$ cat src/sv/svx_pkg.sv
package svx_pkg;

	localparam int STACK_DEPTH = 64;
	localparam int TAPE_DEPTH = 256;
	localparam int SP_W = $clog2(STACK_DEPTH + 1);
	localparam int SA_W = $clog2(STACK_DEPTH);
	localparam int TA_W = (TAPE_DEPTH > 1) ? $clog2(TAPE_DEPTH) : 1;
	localparam int OPS_VALID = 16;
	localparam int CFG_W = 10;
	localparam logic [7:0] OUT_LIMIT_RESET = 8'd24;
	localparam logic [9:0] STEP_LIMIT_RESET = 10'd384;

	typedef enum logic [0:0] {
		CFG_OUTPUT_LIMIT = 1'b0,
		CFG_STEP_LIMIT = 1'b1
	} cfg_reg_t;

	typedef enum logic [3:0] {
		OPC_HALT = 4'h0,
		OPC_PUSH = 4'h1,
		OPC_DROP = 4'h2,
		OPC_DUP = 4'h3,
		OPC_SWAP = 4'h4,
		OPC_ADD = 4'h5,
		OPC_SUB = 4'h6,
		OPC_XOR = 4'h7,
		OPC_LOAD = 4'h8,
		OPC_STORE = 4'h9,
		OPC_PRINT = 4'ha,
		OPC_INPUT = 4'hb,
		OPC_HOME = 4'hc,
		OPC_NOP = 4'hd,
		OPC_RSVD = 4'he,
		OPC_TRIGGER = 4'hf
	} opcode_t;

	typedef enum logic [3:0] {
		CAUSE_RUN = 4'd0,
		CAUSE_HALT = 4'd1,
		CAUSE_STACK = 4'd2,
		CAUSE_TAPE = 4'd3,
		CAUSE_BAD_INSN = 4'd4,
		CAUSE_OUT_LIMIT = 4'd5,
		CAUSE_NO_INPUT = 4'd6,
		CAUSE_TRIGGER = 4'd7,
		CAUSE_BUDGET = 4'd8
	} cause_t;

	typedef enum logic [3:0] {
		VOP_NONE = 4'd0,
		VOP_PUSH_IMM = 4'd1,
		VOP_PUSH_IN = 4'd2,
		VOP_PUSH_TAPE = 4'd3,
		VOP_DUP = 4'd4,
		VOP_POP = 4'd5,
		VOP_SWAP = 4'd6,
		VOP_ADD = 4'd7,
		VOP_SUB = 4'd8,
		VOP_XOR = 4'd9
	} value_op_t;

	typedef struct packed {
		logic [7:0] kind;
		logic [7:0] flag_bits;
		logic [31:0] spare_bits;
		logic signed [15:0] tape_offset;
		logic [63:0] immediate;
		logic [63:0] input_word;
		logic input_present;
		logic last;
	} in_item_t;

	typedef struct packed {
		logic print_valid;
		logic [63:0] print_value;
		logic halted;
		logic [3:0] cause;
		logic [6:0] stack_depth;
		logic done_res;
	} out_item_t;

	typedef struct packed {
		logic halt;
		cause_t cause;
		logic [SP_W-1:0] sp;
		logic [7:0] print_count;
		logic [9:0] step_count;
	} vm_state_t;

	typedef struct packed {
		value_op_t op;
		logic stk_we;
		logic [SA_W-1:0] stk_waddr;
		logic [SA_W-1:0] stk_raddr;
		logic tape_we;
		logic [TA_W-1:0] tape_addr;
		logic printed;
		logic halted;
		cause_t cause;
		logic [SP_W-1:0] depth;
		logic done;
	} exec_ctrl_t;

endpackage

$ cat src/sv/svx_decode.sv
module svx_decode (
	input svx_pkg::in_item_t item,
	input svx_pkg::vm_state_t st,
	input logic [7:0] output_limit,
	input logic [9:0] step_limit,
	output svx_pkg::vm_state_t nx,
	output svx_pkg::exec_ctrl_t ctl
);

	logic [15:0] off_u;
	logic tape_bad;
	logic insn_bad;
	logic stk_empty;
	logic stk_full;
	logic [svx_pkg::SP_W-1:0] sp_inc;
	logic [svx_pkg::SP_W-1:0] sp_dec;
	logic [svx_pkg::SP_W-1:0] sp_dec2;
	logic [9:0] sc_inc;
	svx_pkg::opcode_t opc;

	assign off_u = item.tape_offset;
	assign tape_bad = off_u[15] || (off_u >= 16'(svx_pkg::TAPE_DEPTH));
	assign insn_bad = (item.kind >= 8'(svx_pkg::OPS_VALID)) || (item.flag_bits != 8'd0)
		|| (item.spare_bits != 32'd0);
	assign stk_empty = (st.sp == '0);
	assign stk_full = (st.sp >= svx_pkg::SP_W'(svx_pkg::STACK_DEPTH));
	assign sp_inc = st.sp + svx_pkg::SP_W'(1);
	assign sp_dec = st.sp - svx_pkg::SP_W'(1);
	assign sp_dec2 = st.sp - svx_pkg::SP_W'(2);
	assign sc_inc = st.step_count + 10'd1;
	assign opc = svx_pkg::opcode_t'(item.kind[3:0]);

	always_comb begin
		nx = st;
		ctl.op = svx_pkg::VOP_NONE;
		ctl.stk_we = 1'b0;
		ctl.stk_waddr = sp_dec[svx_pkg::SA_W-1:0];
		ctl.stk_raddr = sp_dec2[svx_pkg::SA_W-1:0];
		ctl.tape_we = 1'b0;
		ctl.tape_addr = off_u[svx_pkg::TA_W-1:0];
		ctl.printed = 1'b0;
		if (!st.halt) begin
			if (st.step_count >= step_limit) begin
				nx.halt = 1'b1;
				nx.cause = svx_pkg::CAUSE_BUDGET;
			end else if (insn_bad) begin
				nx.halt = 1'b1;
				nx.cause = svx_pkg::CAUSE_BAD_INSN;
			end else begin
				case (opc)
					svx_pkg::OPC_HALT: begin
						nx.halt = 1'b1;
						nx.cause = svx_pkg::CAUSE_HALT;
					end
					svx_pkg::OPC_PUSH, svx_pkg::OPC_INPUT, svx_pkg::OPC_LOAD: begin
						if (opc == svx_pkg::OPC_LOAD && tape_bad) begin
							nx.halt = 1'b1;
							nx.cause = svx_pkg::CAUSE_TAPE;
						end else if (opc == svx_pkg::OPC_INPUT && !item.input_present) begin
							nx.halt = 1'b1;
							nx.cause = svx_pkg::CAUSE_NO_INPUT;
						end else if (stk_full) begin
							nx.halt = 1'b1;
							nx.cause = svx_pkg::CAUSE_STACK;
						end else begin
							nx.sp = sp_inc;
							ctl.stk_we = !stk_empty;
							if (opc == svx_pkg::OPC_PUSH) begin
								ctl.op = svx_pkg::VOP_PUSH_IMM;
							end else if (opc == svx_pkg::OPC_INPUT) begin
								ctl.op = svx_pkg::VOP_PUSH_IN;
							end else begin
								ctl.op = svx_pkg::VOP_PUSH_TAPE;
							end
						end
					end
					svx_pkg::OPC_DROP: begin
						if (stk_empty) begin
							nx.halt = 1'b1;
							nx.cause = svx_pkg::CAUSE_STACK;
						end else begin
							nx.sp = sp_dec;
							ctl.op = svx_pkg::VOP_POP;
						end
					end
					svx_pkg::OPC_DUP: begin
						if (stk_empty || stk_full) begin
							nx.halt = 1'b1;
							nx.cause = svx_pkg::CAUSE_STACK;
						end else begin
							nx.sp = sp_inc;
							ctl.op = svx_pkg::VOP_DUP;
							ctl.stk_we = 1'b1;
						end
					end
					svx_pkg::OPC_SWAP: begin
						if (st.sp < svx_pkg::SP_W'(2)) begin
							nx.halt = 1'b1;
							nx.cause = svx_pkg::CAUSE_STACK;
						end else begin
							ctl.op = svx_pkg::VOP_SWAP;
							ctl.stk_we = 1'b1;
							ctl.stk_waddr = sp_dec2[svx_pkg::SA_W-1:0];
						end
					end
					svx_pkg::OPC_ADD, svx_pkg::OPC_SUB, svx_pkg::OPC_XOR: begin
						if (st.sp < svx_pkg::SP_W'(2)) begin
							nx.halt = 1'b1;
							nx.cause = svx_pkg::CAUSE_STACK;
							nx.sp = '0;
						end else begin
							nx.sp = sp_dec;
							if (opc == svx_pkg::OPC_ADD) begin
								ctl.op = svx_pkg::VOP_ADD;
							end else if (opc == svx_pkg::OPC_SUB) begin
								ctl.op = svx_pkg::VOP_SUB;
							end else begin
								ctl.op = svx_pkg::VOP_XOR;
							end
						end
					end
					svx_pkg::OPC_STORE: begin
						if (tape_bad) begin
							nx.halt = 1'b1;
							nx.cause = svx_pkg::CAUSE_TAPE;
						end else if (stk_empty) begin
							nx.halt = 1'b1;
							nx.cause = svx_pkg::CAUSE_STACK;
						end else begin
							nx.sp = sp_dec;
							ctl.op = svx_pkg::VOP_POP;
							ctl.tape_we = 1'b1;
						end
					end
					svx_pkg::OPC_PRINT: begin
						if (st.print_count >= output_limit) begin
							nx.halt = 1'b1;
							nx.cause = svx_pkg::CAUSE_OUT_LIMIT;
						end else if (stk_empty) begin
							nx.halt = 1'b1;
							nx.cause = svx_pkg::CAUSE_STACK;
						end else begin
							nx.sp = sp_dec;
							nx.print_count = st.print_count + 8'd1;
							ctl.op = svx_pkg::VOP_POP;
							ctl.printed = 1'b1;
						end
					end
					svx_pkg::OPC_HOME, svx_pkg::OPC_NOP: begin
					end
					svx_pkg::OPC_RSVD: begin
						nx.halt = 1'b1;
						nx.cause = svx_pkg::CAUSE_BAD_INSN;
					end
					svx_pkg::OPC_TRIGGER: begin
						nx.halt = 1'b1;
						nx.cause = svx_pkg::CAUSE_TRIGGER;
					end
					default: begin
					end
				endcase
				nx.step_count = sc_inc;
				if (sc_inc >= step_limit) begin
					nx.halt = 1'b1;
					nx.cause = svx_pkg::CAUSE_BUDGET;
				end
			end
		end
		ctl.halted = nx.halt;
		ctl.cause = nx.cause;
		ctl.depth = nx.sp;
		ctl.done = nx.halt || item.last;
	end

endmodule

$ cat config.mk
export PLATFORM = sky130hd
export DESIGN_NAME = svx_decode
export DESIGN_NICKNAME = d
export VERILOG_FILES = /design/src/sv/svx_pkg.sv /design/src/sv/svx_decode.sv
export SDC_FILE = /design/constraint.sdc
export NUM_CORES = 1
export LEC_CHECK = 0
export ABC_AREA = 1
export BUFFER_PORTS_ARGS = -buffer_cell sky130_fd_sc_hd__clkbuf_2
export CORE_AREA = 8 8 116 118
export DETAILED_ROUTE_END_ITERATION = 16
export DIE_AREA = 0 0 124 126
export PLACE_DENSITY_LB_ADDON = 0.05
export SYNTH_ARGS = -nofsm -noshare
export SYNTH_HDL_FRONTEND = slang
export SYNTH_SLANG_ARGS = --single-unit
export TNS_END_PERCENT = 100
$ cat constraint.sdc
create_clock -name vclk -period 3.6
set_input_delay 0.18 -clock vclk [all_inputs]
set_output_delay 0.18 -clock vclk [all_outputs]
set_load 0.05 [all_outputs]
==> flow_metrics.env <==
export IMPL_postCtsSetupRepairBufs=0
export IMPL_synth_area_leaders="nand2_1 (20%), ha_1 (15%), nor2_1 (9.7%)"
export IMPL_relSlewSlack=0.632
export IMPL_fillers=1387
export IMPL_gp_congestion=0.865
export IMPL_synth_nets=840
export IMPL_synth_seq_area_share=0
export IMPL_firstDrtPassIters=4
export IMPL_vias=4033
export IMPL_drc=0
export IMPL_syn_to_final_growth_pct=27.6
export IMPL_cp_cell_sequence="clkbuf_2, nand3_1, nor3b_1, nand3_1, nor2_1, nand2_1, xor2_1, inv_1, ha_1, nand2_1, nor2_1, o211ai_1, nand4_1, inv_1, nand2_1, nand2_1, a21oi_1, clkbuf_2"
export IMPL_synth_top_family_by_area="simple AND/OR/NAND/NOR gates"
export IMPL_rsz0062_at_grt="false"
export IMPL_ant_nets=0
export IMPL_max_stage_delay_ps=350
export IMPL_viasPerCell=4.73
export IMPL_required_ps=3420
export IMPL_critPathBufInv=4
export IMPL_cpMaxStageDelayCell="clkbuf_2"
export IMPL_cp_common_cell="nand2_1"
export IMPL_fmax_ghz=0.309
export IMPL_total_power_mw=0.521
export IMPL_io_buffers=168
export IMPL_synth_fa_ha_area_frac=0.149
export IMPL_hold_violations=0
export IMPL_synth_common_cells="nand2_1 (160), nor2_1 (78), inv_1 (75)"
export IMPL_worst_setup_path_start_kind="input pin"
export IMPL_dp_hpwl_um=12200
export IMPL_hold_path_class="in2out"
export IMPL_cp_data_arrival_time_ps=3060
export IMPL_post_cts_resized=0
export IMPL_grt_pass1_vias=3974
export IMPL_netlist_area_mm2=0.00303
export IMPL_finalSetupTns_ps=0
export IMPL_hold_buffers=0
export IMPL_seq_area_um2=0
export IMPL_yosys_area_share_simple=0.508
export IMPL_n_clock_buffer=0
export IMPL_muxShareOfSynthArea=0
export IMPL_die_w_um=124
export IMPL_totalWireLength_um=13400
export IMPL_grt_max_degree=23
export IMPL_antenna_found_initial=2
export IMPL_synth_area_per_cell_um2=5.39
export IMPL_synth_top_cell_area_share=0.198
export IMPL_fin_crit_ps=3240
export IMPL_die_area_mm2=0.0156
export IMPL_layout_drive_gt1_share=0.288
export IMPL_synth_cell_type_count=40
export IMPL_ys_warn_count=0
export IMPL_fp_coreArea_mm2=0.0117
export IMPL_worst_setup_path_end_kind="output pin"
export IMPL_power_density_mw_per_mm2=135
export IMPL_grtUsageTotal=0.163
export IMPL_synth_largest_area_cell="nand2_1"
export IMPL_num_io_pins=312
export IMPL_ir_drop_uv=98.3
export IMPL_crit_family="simple AND/OR/NAND/NOR gates"
export IMPL_wl_per_cell_um=15.8
export IMPL_fin_nets=985
export IMPL_criticalPathCategory="in2out"
export IMPL_setup_violations=0
export IMPL_p_leak_nw=2.31
export IMPL_drv_cap=0
export IMPL_grt_pass1_wl_um=20700
export IMPL_flops_and_latches=0
export IMPL_die_h_um=126
export IMPL_worstMarginPinSlew_ps=549
export IMPL_status="completed"
export IMPL_initial_core_util=0.258
export IMPL_drv_slew=0
export IMPL_rows=40
export IMPL_period_share=0.899
export IMPL_drtIter0Drc=195
export IMPL_gr_total_overflow=0
export IMPL_multi_input_area_mm2=0.00251
export IMPL_diodes=0
export IMPL_synth_xor_area_frac=0.0579
export IMPL_synth_cells=562
export IMPL_synth_most_common_cell="nand2_1"
export IMPL_synth_compound_area_frac=0.116
export IMPL_crit_path_max_fanout=5
-- path summary, 6_finish.rpt --
kind | cells past startpoint | start | slack [ps] | end
worst max-delay path | 18 | st[2] | 360 | ctl[11]
worst min-delay path | 0 | item[136] | 360 | ctl[20]
-- through the flow --
step	hold WS [ps]	instances	utilization	setup WS, ps	instance area (µm²)
after CTS	360	852	0.330	356	3860
final	360	852	0.330	362	3860
after detailed placement	360	852	0.330	370	3860
after global routing	360	852	0.330	17.2	3860
after global placement	360	852	0.330	330	3860
after floorplan	527	562	-	361	3030
-- per-layer routing --
layer  track usage  vias to the layer above  part of all wire
met5             0                        -            0.0020
met2         0.253                      158              0.42
met4       0.00630                        4            0.0035
met3        0.0331                        8             0.086
met1         0.237                     1786              0.48
li1              -                     2077                 -
-- where the power goes --
group,total [mW],internal [mW],switching [mW]
logic,0.521,0.157,0.364
registers,0,0,0
clock network,0,0,0
total,0.521,0.157,0.364
-- layout make-up --
cell class | count | area share
inverter | 85 | 0.0833
tap | 147 | 0.0476
timing repair buffer | 168 | 0.218
multi-input combinational | 452 | 0.651
-- logic make-up after synthesis --
group	after synthesis
AOI/OAI and AO/OA	59
xor gates and xnor gates	20
and+or+nand+nor	337
buffers and inverters	110
adders and majority gates	36
-- placed cells by master (no fill, tap or decap), types with 2 or more instances in the layout --
master	instances
xor2_1	11
nand3_2	5
a22oi_1	2
nand2_4	2
nand3b_1	3
o211ai_1	3
nor3b_1	2
a21oi_1	17
or2_1	2
ha_1	36
inv_2	9
nand2_1	160
o21a_1	3
and2_1	2
nor2_2	5
nand4_1	15
o21ai_0	19
inv_1	75
xnor2_1	9
nor2_4	4
clkbuf_2	168
o22ai_1	2
nand2_2	2
o21ai_1	6
nor2_1	78
nor3_1	8
nand3_1	45
nor3_2	2
No activity file was read; power rests on OpenSTA's default activity.
